$ cat src/rtl/core/sqs_pkg.sv
// Shared types and constants for the Sunday quick search matcher.
`default_nettype none
package sqs_pkg;

  localparam int PATTERN_MAX = 64;
  localparam int TEXT_MAX    = 4096;

  localparam int PAT_AW  = $clog2(PATTERN_MAX);
  localparam int TXT_AW  = $clog2(TEXT_MAX);
  localparam int PLEN_W  = PAT_AW + 1;
  localparam int TLEN_W  = TXT_AW + 1;
  localparam int SYM_W   = 8;
  localparam int ALPHA   = 256;
  localparam int OP_W    = 2;
  localparam int POS_W   = 12;
  localparam int CNT_W   = 19;
  localparam int OUT_W   = 1 + POS_W + 1 + CNT_W + 1;
  localparam int OUT_TDATA_W = ((OUT_W + 7) / 8) * 8;

  typedef enum logic [OP_W-1:0] {
    OP_CLEAR    = 2'd0,
    OP_APP_PAT  = 2'd1,
    OP_APP_TXT  = 2'd2,
    OP_FIND     = 2'd3
  } op_t;

  typedef enum logic [2:0] {
    ST_IDLE,
    ST_WIN,
    ST_START,
    ST_CHECK,
    ST_PAST,
    ST_LOOK,
    ST_SHIFT,
    ST_EMIT
  } state_t;

  typedef struct packed {
    logic clear;
    logic app_pat;
    logic app_txt;
    logic find;
    logic fetch_first;
    logic fetch_next;
    logic check;
    logic fetch_past;
    logic shift;
    logic emit;
  } cmd_t;

  typedef struct packed {
    logic win_ok;
    logic eq;
    logic last;
    logic hit;
    logic out_free;
  } stat_t;

endpackage
`default_nettype wire

$ cat src/rtl/core/sqs_ctrl.sv
// Controller state machine for the Sunday quick search matcher.
`default_nettype none
module sqs_ctrl (
  input  wire logic                       clk,
  input  wire logic                       rst_n,
  input  wire logic                       in_tvalid,
  output logic                            in_tready,
  input  wire logic [sqs_pkg::OP_W-1:0]   op,
  input  wire sqs_pkg::stat_t             stat,
  output sqs_pkg::cmd_t                   cmd
);

  sqs_pkg::state_t state_r;
  sqs_pkg::state_t state_nxt;
  logic            accept;

  assign in_tready = (state_r == sqs_pkg::ST_IDLE);
  assign accept    = in_tvalid & in_tready;

  always_ff @(posedge clk) begin
    if (!rst_n) begin
      state_r <= sqs_pkg::ST_IDLE;
    end else begin
      state_r <= state_nxt;
    end
  end

  always_comb begin
    state_nxt = state_r;
    case (state_r)
      sqs_pkg::ST_IDLE: begin
        if (accept && (op == sqs_pkg::OP_FIND)) begin
          state_nxt = sqs_pkg::ST_WIN;
        end
      end
      sqs_pkg::ST_WIN: begin
        if (stat.hit || !stat.win_ok) begin
          state_nxt = sqs_pkg::ST_EMIT;
        end else begin
          state_nxt = sqs_pkg::ST_START;
        end
      end
      sqs_pkg::ST_START: begin
        state_nxt = sqs_pkg::ST_CHECK;
      end
      sqs_pkg::ST_CHECK: begin
        if (!stat.eq || stat.last) begin
          state_nxt = sqs_pkg::ST_PAST;
        end
      end
      sqs_pkg::ST_PAST:  state_nxt = sqs_pkg::ST_LOOK;
      sqs_pkg::ST_LOOK:  state_nxt = sqs_pkg::ST_SHIFT;
      sqs_pkg::ST_SHIFT: state_nxt = sqs_pkg::ST_WIN;
      sqs_pkg::ST_EMIT: begin
        if (stat.out_free) begin
          state_nxt = sqs_pkg::ST_IDLE;
        end
      end
      default: state_nxt = sqs_pkg::ST_IDLE;
    endcase
  end

  always_comb begin
    cmd = '0;
    case (state_r)
      sqs_pkg::ST_IDLE: begin
        cmd.clear   = accept && (op == sqs_pkg::OP_CLEAR);
        cmd.app_pat = accept && (op == sqs_pkg::OP_APP_PAT);
        cmd.app_txt = accept && (op == sqs_pkg::OP_APP_TXT);
        cmd.find    = accept && (op == sqs_pkg::OP_FIND);
      end
      sqs_pkg::ST_START: cmd.fetch_first = 1'b1;
      sqs_pkg::ST_CHECK: begin
        cmd.check      = 1'b1;
        cmd.fetch_next = stat.eq && !stat.last;
      end
      sqs_pkg::ST_PAST:  cmd.fetch_past = 1'b1;
      sqs_pkg::ST_SHIFT: cmd.shift      = 1'b1;
      sqs_pkg::ST_EMIT:  cmd.emit       = stat.out_free;
      default: cmd = '0;
    endcase
  end

endmodule
`default_nettype wire

$ cat config.mk
export PLATFORM = sky130hd
export DESIGN_NAME = sqs_ctrl
export DESIGN_NICKNAME = d
export VERILOG_FILES = /design/src/rtl/core/sqs_pkg.sv /design/src/rtl/core/sqs_ctrl.sv
export SDC_FILE = /design/constraint.sdc
export NUM_CORES = 1
export LEC_CHECK = 0
export BUFFER_PORTS_ARGS = -buffer_cell sky130_fd_sc_hd__clkbuf_2
export CORE_AREA = 2 2 39 41
export DETAILED_ROUTE_END_ITERATION = 7
export DIE_AREA = 0 0 41 43
export GPL_ROUTABILITY_DRIVEN = 1
export PLACE_DENSITY = 0.59
export SLEW_MARGIN = 20
export SYNTH_ARGS = -nofsm -noshare
export SYNTH_HDL_FRONTEND = slang
export SYNTH_SLANG_ARGS = --single-unit
$ cat constraint.sdc
create_clock -name clk -period 1.78 [get_ports clk]
set_input_delay 0.178 -clock clk [delete_from_list [all_inputs] [get_ports clk]]
set_output_delay 0.178 -clock clk [all_outputs]
set_load 0.01 [all_outputs]
# After elaboration in Yosys (flattened, before gate mapping)
# Index checks and enable logic that the tools add are counted.
word_totals:
  regBits: 3
  latch_bits: 0
  mem_bits_rw: 0
  mem_bits_ro: 0
  input_bits: 10
  out_inout_bits: 11
  word_cells: 39
  n_memories: 0
classes:
  addsub: 0
  n_mul: 0
  div_mod_pow: 0
  n_lt_le_gt_ge: 0
  n_eq_ne: 13
  shifts: 0
  n_mux: 11
  n_bitwise: 1
  reduce_logical: 13
ops:
  columns: ["cell", "count"]
  rows:
  - ["one-hot mux 3 bit (8 select lines)", 1]
  - ["== test 3 bit, second input constant", 4]
  - ["2-to-1 mux 3 bit", 4]
  - ["== test 3 x 2 -> 1 bit, second input constant", 2]
  - ["logical AND 1 bit", 5]
  - ["== test 2 bit, second input constant", 2]
  - ["2-to-1 mux 1 bit", 4]
  - ["2-to-1 mux 4 bit", 1]
  - ["inequality test 2 bit, second input constant", 2]
  - ["== test 3 x 1 -> 1 bit, second input constant", 1]
  - ["logical NOT 1 bit", 3]
  - ["logical NOT 3 bit", 1]
  - ["AND reduction 3 bit", 1]
  - ["== test 2 x 1 -> 1 bit, second input constant", 1]
  - ["logical NOT 2 bit", 1]
  - ["logical OR 1 bit", 2]
  - ["2-to-1 mux 2 bit", 1]
  - ["inequality test 2 x 1 -> 1 bit, second input constant", 1]
  - ["AND 1 bit", 1]

# Longest topological paths before layout
# Gate-level depths: netlist (run 1).
logic_depth:
  depth_word: 5
  mapped_depth: 5
  depth_no_buf: 4

# Least setup slack after synthesis (run 1)
# No wires, ideal clock.
synth_timing:
  path_type: "flip-flop to output port"
  startpoint: "register state_r[0]"
  endpoint: "output cmd[9] in the netlist's numbering"
  t_arrival_ns: 1.118
  required_ns: 1.602
  path_slack_ns: 0.484
  path_stages_with_launch: 5
  n_path_buf: 1
  path_cell_list: "dfxtp_1 > buf_6 > nor3_2 > nand2_2 > nor3_1"
synth_lines:
  columns: ["element", "line_no", "rtl"]
  rows:
  - ["from (decl)", "sqs_ctrl.sv:13", "sqs_pkg::state_t state_r;"]
  - ["from (signal assigned)", "sqs_ctrl.sv:22", "state_r <= sqs_pkg::ST_IDLE;"]
  - ["from (signal assigned)", "sqs_ctrl.sv:24", "state_r <= state_nxt;"]
  - ["to (decl)", "sqs_ctrl.sv:10", "output sqs_pkg::cmd_t cmd"]

==> impl_metrics.tcl, run 1 <==
set metrics [dict create \
    drtIter0Drc 2 \
    critPathBufInv 1 \
    comb_power_share_pct 26.9 \
    pwr-share-clk_pct 43.6 \
    synth_edf_count 0 \
    largestRegisters "state_r: 3 flops" \
    yosysUniqueCellTypes 20 \
    drt_pass1_iterations 2 \
    postCtsSetupBuffers 0 \
    crit_path_max_fanout 14 \
    track_usage_pct 8.93 \
    synthFlopType "dfxtp_1" \
    grt_pass1_vias 286 \
    synth_warnings 0 \
    status "completed" \
    hpwl_um 541 \
    switching_share_pct 33.2 \
    final_nets 73 \
    fin_tns_setup_ns 0 \
    crit_type "reg2out" \
    largest_register_ffs 3 \
    grt_first_pass_wirelength_mm 1.06 \
    die-area_mm2 0.00176 \
    placed_area_um2 404 \
    antenna_found_initial 0 \
    hold_path_class "in2reg" \
    timing.fmax_mhz 646 \
    busiest_layer "met2" \
    die_y_um 43 \
    ys_top_cells_by_area "dfxtp_1 (20%), nand2_1 (13%), nor3b_2 (8.3%), nor3b_1 (7.5%), nor3_2 (6.7%)" \
    layout-drive-gt1-share_pct 48.4 \
    setup_viol 0 \
    required_ns 1.60 \
    antenna_cells 0 \
    holdCritStartpoint "rst_n" \
    power.net_switching_uw 95.9 \
    period_needed_ns 1.55 \
    grt.met1_usage_pct 9.94 \
    worst_hold_path.num_cells 3 \
    viasPerCell 4.36 \
    r2r-end "state_r[2]" \
    gr-usage-met2_pct 13.4 \
    internal-power_uw 193 \
    die_w_um 41 \
    io_buffers 20 \
    numCtsBuffers 3 \
    p_total_uw 289 \
    min_to "state_r[1]" \
    h-tree-depth 1 \
    syn_area_um2 300 \
    cts_hold_buf 0 \
    avgRoutedWirePerCell_um 8.50 \
    yosysMostFrequentCell "nand2_1" \
    power_leakage_uw 0.000197 \
    layout-area-overhead-vs-synth_pct 43.3 \
    clockBufferDepth 2 \
    grt_overflow_total 0 \
    cpLargestDelayFamily "simple AND/OR/NAND/NOR gates" \
    wl_um 663 \
    stdcell_area_um2 430 \
    syn_avg_cell_area_um2 7.51 \
    clk_latency_ns 0.24 \
    regToRegStartpoint "state_r[2]" \
    slew_violations 0 \
    cp-startpoint "state_r[2]" \
    slew_headroom_pct 70.9 \
    synth-async-reset-ratio_pct 0 \
    tightestPinTransition_ns 0.436 \
    synth_common_cells "nand2_1 (10), nor2_1 (4), dfxtp_1 (3), nor3b_1 (3)" \
    cap_violations 0 \
    drc 0 \
    numClockSinks 3 \
    netlist_instances 40 \
    crit_chain "nor3_2 -> nand2_2 -> nor3b_2 -> clkbuf_2" \
    seq_power_share_pct 29.6 \
    cpPeakStageDelay_ns 0.43 \
    root_buffer "clkbuf_4" \
    cts_tree "built" \
    crit_slowest_cell "dfxtp_1" \
    initial_core_util_pct 21.7 \
    num_rows 14 \
    coreArea_mm2 0.00138 \
    regMostFlops "state_r" \
    fin_worst_skew_ns 0.00338 \
    grt_max_degree 15 \
    hold_violations 0 \
    ys_seq_elements 3 \
    reg2reg_slack_ns 0.50 \
    power.density_mw_per_mm2 672 \
    gp_congestion 0.668 \
    grt_use_met3_pct 4.71 \
    period_share_pct 87.0 \
    synth_top_cell_area_share_pct 20.0 \
    num_io_pins 21 \
    ys_seq_area_share_pct 20.0 \
    vias 340 \
    clkTransAtPathRegs_ns 0.04 \
    startpoint_type "flop" \
    syn-num-nets 50 \
    reg2reg_depth 4 \
    yosysTopAreaCell "dfxtp_1" \
    rsz0062_at_grt "no" \
    vdd.ir_drop.worst_uv 249 \
    cp-end-kind "output port" \
    cts_resized 0 \
    crit_arrival_ns 1.37 \
    drt.antenna.violating_nets 0 \
]
cell usage in the layout, fill, tap and decap left out:
| master | count |
|---|---|
| clkbuf_2 | 20 |
| o21bai_4 | 1 |
| nor3_1 | 1 |
| o2111ai_1 | 1 |
| a21oi_1 | 2 |
| clkbuf_4 | 3 |
| nand2_2 | 1 |
| a21boi_1 | 1 |
| nand3_1 | 1 |
| nor3b_2 | 2 |
| o31ai_1 | 1 |
| nor3b_1 | 3 |
| nor3_2 | 2 |
| inv_2 | 1 |
| clkbuf_1 | 1 |
| nor2b_1 | 2 |
| mux2i_1 | 1 |
| nor2_1 | 4 |
| dfxtp_1 | 3 |
| nor4b_1 | 1 |
| nand2_1 | 10 |
worst min-delay path, delay by kind of cell:
| family | cells | cell delay, ns |
|---|---|---|
| compound gates | 1 | 0.03 |
| simple gates | 1 | 0.06 |
| buf+inv | 1 | 0.11 |
power groups by stage:
stage	Sequential, uW	Combinational, uW	Clock [uW]
finish	85.6	77.7	126
global route	87.7	86.9	132
CTS	85.5	79.1	130
detailed placement	86.8	79.0	0
global placement	86.1	78.9	0
floorplan	77.7	63.0	0
logic make-up (layout without fill, tap and decap cells):
kind of cell           count (synthesis)  count (layout)  share of synthesized area, %
DFF                                    3               3                          20.0
and+or+nand+nor                       27              27                          52.5
buffers and inverters                  3              25                          6.66
muxes                                  1               1                          3.33
AOI/OAI and AO/OA                      6               6                          17.5
metal layers:
metal / vias up / routed length [um]
met5: - / 0
met4: 0 / 14
met3: 2 / 74
met2: 15 / 287
met1: 139 / 287
li1: 184 / -
how the worst max path moves through the flow:
| stage | end | cells after the start |
|---|---|---|
| 6_report | cmd[8] | 4 |
| 5_1_grt | cmd[4] | 3 |
| 4_1_cts | cmd[8] | 4 |
| 3_5_place_dp | cmd[8] | 4 |
| 3_3_place_gp | cmd[8] | 4 |
| 2_1_floorplan | cmd[9] | 4 |
final cells by class:
cell class	instances	area [um^2]
well taps	16	20.0
flip-flops and latches	3	60.1
fillers	158	953
repair buffers	20	100
clock buffers	4	26.3
inverters	1	3.75
multi-input cells	34	220
per-stage QoR:
stage                     util (%)  hold WS, ns  std cells  worst slack (ns)
after floorplan                  -        0.294         40             0.484
after global placement        29.2        0.440         74             0.479
after detailed placement      29.2        0.437         74             0.479
after CTS                     31.1        0.186         78             0.224
after global routing          31.1        0.204         78             0.121
final                         31.1        0.181         78             0.231
No activity file was read; power rests on OpenSTA's default activity.
==> run 2, diff against run 1 <==
- CORE_AREA: 2 2 39 41 -> 10 10 47 49
- DIE_AREA: 0 0 41 43 -> 0 0 57 59
- HOLD_SLACK_MARGIN: default -> 0.1
==> run 2 against run 1 <==
Compared with the run above: flip-flop and latch count unchanged; routed wire length up 32%; register-to-register slack is essentially flat; core utilization is 0.39 points lower; global-route usage down 3.3 points; cell count stayed put; via count is 2.6% higher; maximum frequency is 0.19% lower.
==> impl_metrics.tcl, run 2 (synthesis results as in run 1) <==
set metrics [dict create \
    status "completed" \
    drc 0 \
    coreArea_mm2 0.00140 \
    h-tree-depth 1 \
    required_ns 1.60 \
    crit_slowest_cell "dfxtp_1" \
    cts_tree "built" \
    cts_hold_buf 0 \
    hpwl_um 730 \
    power.density_mw_per_mm2 655 \
    rsz0062_at_grt "no" \
    pwr-share-clk_pct 41.4 \
    layout-drive-gt1-share_pct 48.4 \
    drt_pass1_iterations 2 \
    seq_power_share_pct 30.5 \
    largest_register_ffs 3 \
    crit_path_max_fanout 14 \
    wl_met1_um 410 \
    fin_tns_setup_ns 0 \
    cp-end-kind "output port" \
    numCtsBuffers 3 \
    track_usage_pct 5.64 \
    dr.max_layer_used "met3" \
    grt_max_degree 15 \
    placed_area_um2 404 \
    dp_slack_ns 0.449 \
    num_rows 14 \
    postCtsSetupBuffers 0 \
    fin_worst_skew_ns 0.00222 \
    numClockSinks 3 \
    slew_violations 0 \
    startpoint_type "flop" \
    cap_violations 0 \
    grt_pass1_vias 342 \
    layout-area-overhead-vs-synth_pct 43.3 \
    antenna_cells 0 \
    timing.fmax_mhz 644 \
    antenna_found_initial 0 \
    clkTransAtPathRegs_ns 0.04 \
    wl_um 878 \
    tightestPinTransition_ns 0.433 \
    final_cell_mix "clkbuf_2 (20), nand2_1 (10), nor2_1 (4)" \
    num_io_pins 21 \
    period_needed_ns 1.55 \
    final_nets 73 \
    drtIter0Drc 5 \
    viasPerCell 4.47 \
    setup_viol 0 \
    avgRoutedWirePerCell_um 11.3 \
    hold_violations 0 \
    period_share_pct 87.2 \
    clk_latency_ns 0.23 \
    slew_headroom_pct 71.1 \
    gp_congestion 0.657 \
    clockBufferDepth 2 \
    wl_met2_um 342 \
    largestRegisters "state_r: 3 flops" \
    critPathBufInv 1 \
    power.net_switching_uw 89.0 \
    vdd.ir_drop.worst_uv 295 \
    route.met3.wl_um 126 \
    cts_resized 0 \
    die_y_um 59 \
    crit_chain "nor3_2 -> nand2_2 -> nor3b_2 -> clkbuf_2" \
    root_buffer "clkbuf_4" \
    drt.antenna.violating_nets 0 \
    initial_core_util_pct 21.4 \
    hold_path_class "in2reg" \
    die_w_um 57 \
    power_leakage_uw 0.000197 \
    stdcell_area_um2 430 \
    cpLargestDelayFamily "simple AND/OR/NAND/NOR gates" \
    grt_first_pass_wirelength_mm 1.52 \
    final_common_cell "clkbuf_2" \
    fin_ws_ns 0.228 \
    crit_arrival_ns 1.37 \
    switching_share_pct 31.6 \
    grt_overflow_total 0 \
    comb_power_share_pct 28.1 \
    cpPeakStageDelay_ns 0.43 \
    regMostFlops "state_r" \
    p_total_uw 282 \
    die-area_mm2 0.00336 \
    crit_type "reg2out" \
    vias 349 \
    io_buffers 20 \
    internal-power_uw 193 \
]
[run 2: metal layers]
metal / vias up / track usage, %
li1: 181 / -
met1: 152 / 6.47
met2: 16 / 7.29
met3: 0 / 3.65
met4: 0 / 4.03
met5: - / 0
[run 2: through the flow]
stage          util [%]  hold slack (ns)  std cells
3_3_place_gp       28.8            0.442         74
6_report           30.7            0.203         78
5_1_grt            30.7            0.233         78
2_1_floorplan         -            0.294         40
3_5_place_dp       28.8            0.445         74
4_1_cts            30.7            0.198         78
[run 2: worst reg2reg max path, cell delays in order, from the launching register on]
cell      delay (ns)
dfxtp_1         0.58
nor2b_1         0.28
o21bai_4        0.10
nand2_1         0.09
mux2i_1         0.17
[run 2: area by class of cell]
type | count | area, um^2
Multi-Input combinational cell | 34 | 220
Inverter | 1 | 3.75
Sequential cell | 3 | 60.1
Timing Repair Buffer | 20 | 100
Clock buffer | 4 | 26.3
Fill cell | 166 | 971
Tap cell | 16 | 20.0
[run 2: power groups by stage]
stage | Combinational, uW | Sequential (uW) | Clock (uW)
floorplan | 63.0 | 77.7 | 0
global placement | 80.9 | 86.0 | 0
detailed placement | 80.9 | 86.8 | 0
CTS | 81.2 | 85.8 | 123
global route | 90.2 | 87.0 | 132
finish | 79.3 | 86.0 | 117
[run 2: final timing paths]
| path | start | endpoint | slack [ns] | cells past startpoint |
|---|---|---|---|---|
| hold / removal | rst_n | state_r[1] | 0.20 | 3 |
| setup reg to reg | state_r[2] | state_r[2] | 0.49 | 4 |
| setup / recovery | state_r[2] | cmd[8] | 0.23 | 4 |
| hold reg to reg | state_r[2] | state_r[2] | 0.65 | 2 |
==> run 3, diff against run 2 <==
--- a/config.mk
+++ b/config.mk
@@ -7,3 +7,2 @@
 export LEC_CHECK = 0
-export BUFFER_PORTS_ARGS = -buffer_cell sky130_fd_sc_hd__clkbuf_2
 export CORE_AREA = 10 10 47 49
@@ -11,5 +10,6 @@
 export DIE_AREA = 0 0 57 59
+export DONT_BUFFER_PORTS = 1
 export GPL_ROUTABILITY_DRIVEN = 1
 export HOLD_SLACK_MARGIN = 0.1
-export PLACE_DENSITY = 0.59
+export PLACE_DENSITY = 0.46
 export SLEW_MARGIN = 20
--- a/constraint.sdc
+++ b/constraint.sdc
@@ -3,2 +3,2 @@
 set_output_delay 0.178 -clock clk [all_outputs]
-set_load 0.01 [all_outputs]
+set_load 0.05 [all_outputs]
==> run 3 against run 2 <==
Compared with the run above: combinational power is 75% higher; critical path depth stayed put; hold slack worse by 0.076 ns; clock power is 8% higher; non-clock buffer count is 7 lower; cell area is 19% higher; clock skew is 0.0086 ns higher; total power is 25% higher; sequential power is 2% higher; routed wire length is 2.2% higher; critical path type unchanged; maximum frequency is 1.3% lower.
==> impl_metrics.tcl, run 3 (synthesis results as in run 1) <==
set metrics [dict create \
    numCtsBuffers 3 \
    layout-drive-gt1-share_pct 52.7 \
    crit_chain "nor3_4 -> nand2_2 -> nor3b_4 -> buf_12" \
    antenna_found_initial 0 \
    period_share_pct 88.4 \
    final_cell_mix "nand2_1 (10), buf_4 (9), nor2_1 (3), clkbuf_4 (3), buf_12 (3)" \
    crit_path_max_fanout 9 \
    die-area_mm2 0.00336 \
    track_usage_pct 5.69 \
    crit_arrival_ns 1.39 \
    drtIter0Drc 4 \
    initial_core_util_pct 21.4 \
    post_layout_nonfiller_instances 71 \
    hold_path_class "in2reg" \
    cp-end-kind "output port" \
    io_buffers 0 \
    period_needed_ns 1.57 \
    largestRegisters "state_r: 3 flops" \
    clk_latency_ns 0.24 \
    final_nets 66 \
    power_leakage_uw 0.000204 \
    postCtsSetupBuffers 0 \
    fin_tns_setup_ns 0 \
    num_rows 14 \
    largest_register_ffs 3 \
    grt_pass1_vias 314 \
    switching_share_pct 39.5 \
    crit_type "reg2out" \
    slew_headroom_pct 76.1 \
    die_y_um 59 \
    seq_power_share_pct 24.9 \
    vias 325 \
    cpLargestDelayFamily "simple AND/OR/NAND/NOR gates" \
    viasPerCell 4.58 \
    grt_max_degree 10 \
    grt_first_pass_wirelength_mm 1.50 \
    vdd.ir_drop.worst_uv 349 \
    h-tree-depth 1 \
    tightestPinTransition_ns 0.357 \
    status "completed" \
    die_w_um 57 \
    final_common_cell "nand2_1" \
    num_io_pins 21 \
    fin_worst_skew_ns 0.0109 \
    timing.fmax_mhz 636 \
    fin_ws_ns 0.207 \
    comb_power_share_pct 39.4 \
    internal-power_uw 213 \
    layout-area-overhead-vs-synth_pct 70.8 \
    cap_violations 0 \
    dp.cells 66 \
    numClockSinks 3 \
    antenna_cells 0 \
    grt_overflow_total 0 \
    cpPeakStageDelay_ns 0.40 \
    dp_slack_ns 0.381 \
    setup_viol 0 \
    hpwl_um 757 \
    clockBufferDepth 2 \
    slew_violations 0 \
    coreArea_mm2 0.00140 \
    final_util_pct 36.6 \
    required_ns 1.60 \
    clkTransAtPathRegs_ns 0.04 \
    drc 0 \
    power.net_switching_uw 139 \
    wl_um 897 \
    root_buffer "clkbuf_4" \
    hold_ws_ns 0.127 \
    pwr-share-clk_pct 35.7 \
    cts_tree "built" \
    crit_slowest_cell "dfxtp_1" \
    drt_pass1_iterations 2 \
    regMostFlops "state_r" \
    drt.antenna.violating_nets 0 \
    critPathBufInv 1 \
    hold_violations 0 \
    rsz0062_at_grt "no" \
    gp_congestion 0.694 \
    startpoint_type "flop" \
    power.density_mw_per_mm2 687 \
    avgRoutedWirePerCell_um 12.6 \
]
-- run 3: cell count changes in the layout (fill, tap and decap cells not counted), sizes merged --
cell / previous run / this run
buf: 0 / 12
clkbuf: 24 / 4
dlygate4sd3: 0 / 1
-- run 3: power groups by stage --
stage	Clock (uW)	Sequential, uW	Combinational, uW
finish	126	87.6	139
global route	135	89.8	150
CTS	129	87.2	141
detailed placement	0	88.4	138
global placement	0	88.2	138
floorplan	0	78.8	111
-- run 3: worst paths after layout --
kind	start	end	slack [ns]	depth (start not counted)
setup reg to reg	state_r[2]	state_r[2]	0.47	5
setup / recovery	state_r[2]	cmd[8]	0.21	4
hold / removal	rst_n	state_r[2]	0.13	2
hold reg to reg	state_r[1]	state_r[2]	0.65	3
-- run 3: final cells by class --
class                      count  area (um^2)
inverter                       1         3.75
timing repair buffer          13          138
clock buffer                   4         26.3
sequential                     3         62.6
multi-input combinational     34          263
fill                         149          888
tap                           16         20.0
-- run 3: per-stage QoR --
| stage | total power [uW] | instance area [um^2] |
|---|---|---|
| after floorplan | 190 | 344 |
| after global placement | 227 | 475 |
| after detailed placement | 226 | 475 |
| after CTS | 356 | 512 |
| after global routing | 376 | 513 |
| final | 352 | 513 |
-- run 3: what timing repair did --
item / 4_1_cts / 5_1_grt
endpoints found under the setup margin: 0 / 1
resized for setup: 0 / 1
endpoints found under the hold margin: 3 / 0
hold buffers: 1 / 0
-- run 3: per-layer routing --
layer | global-route usage [%] | wire (um)
met4 | 2.01 | 7
met3 | 5.79 | 158
met2 | 8.53 | 412
met5 | 0 | 0
met1 | 5.20 | 319
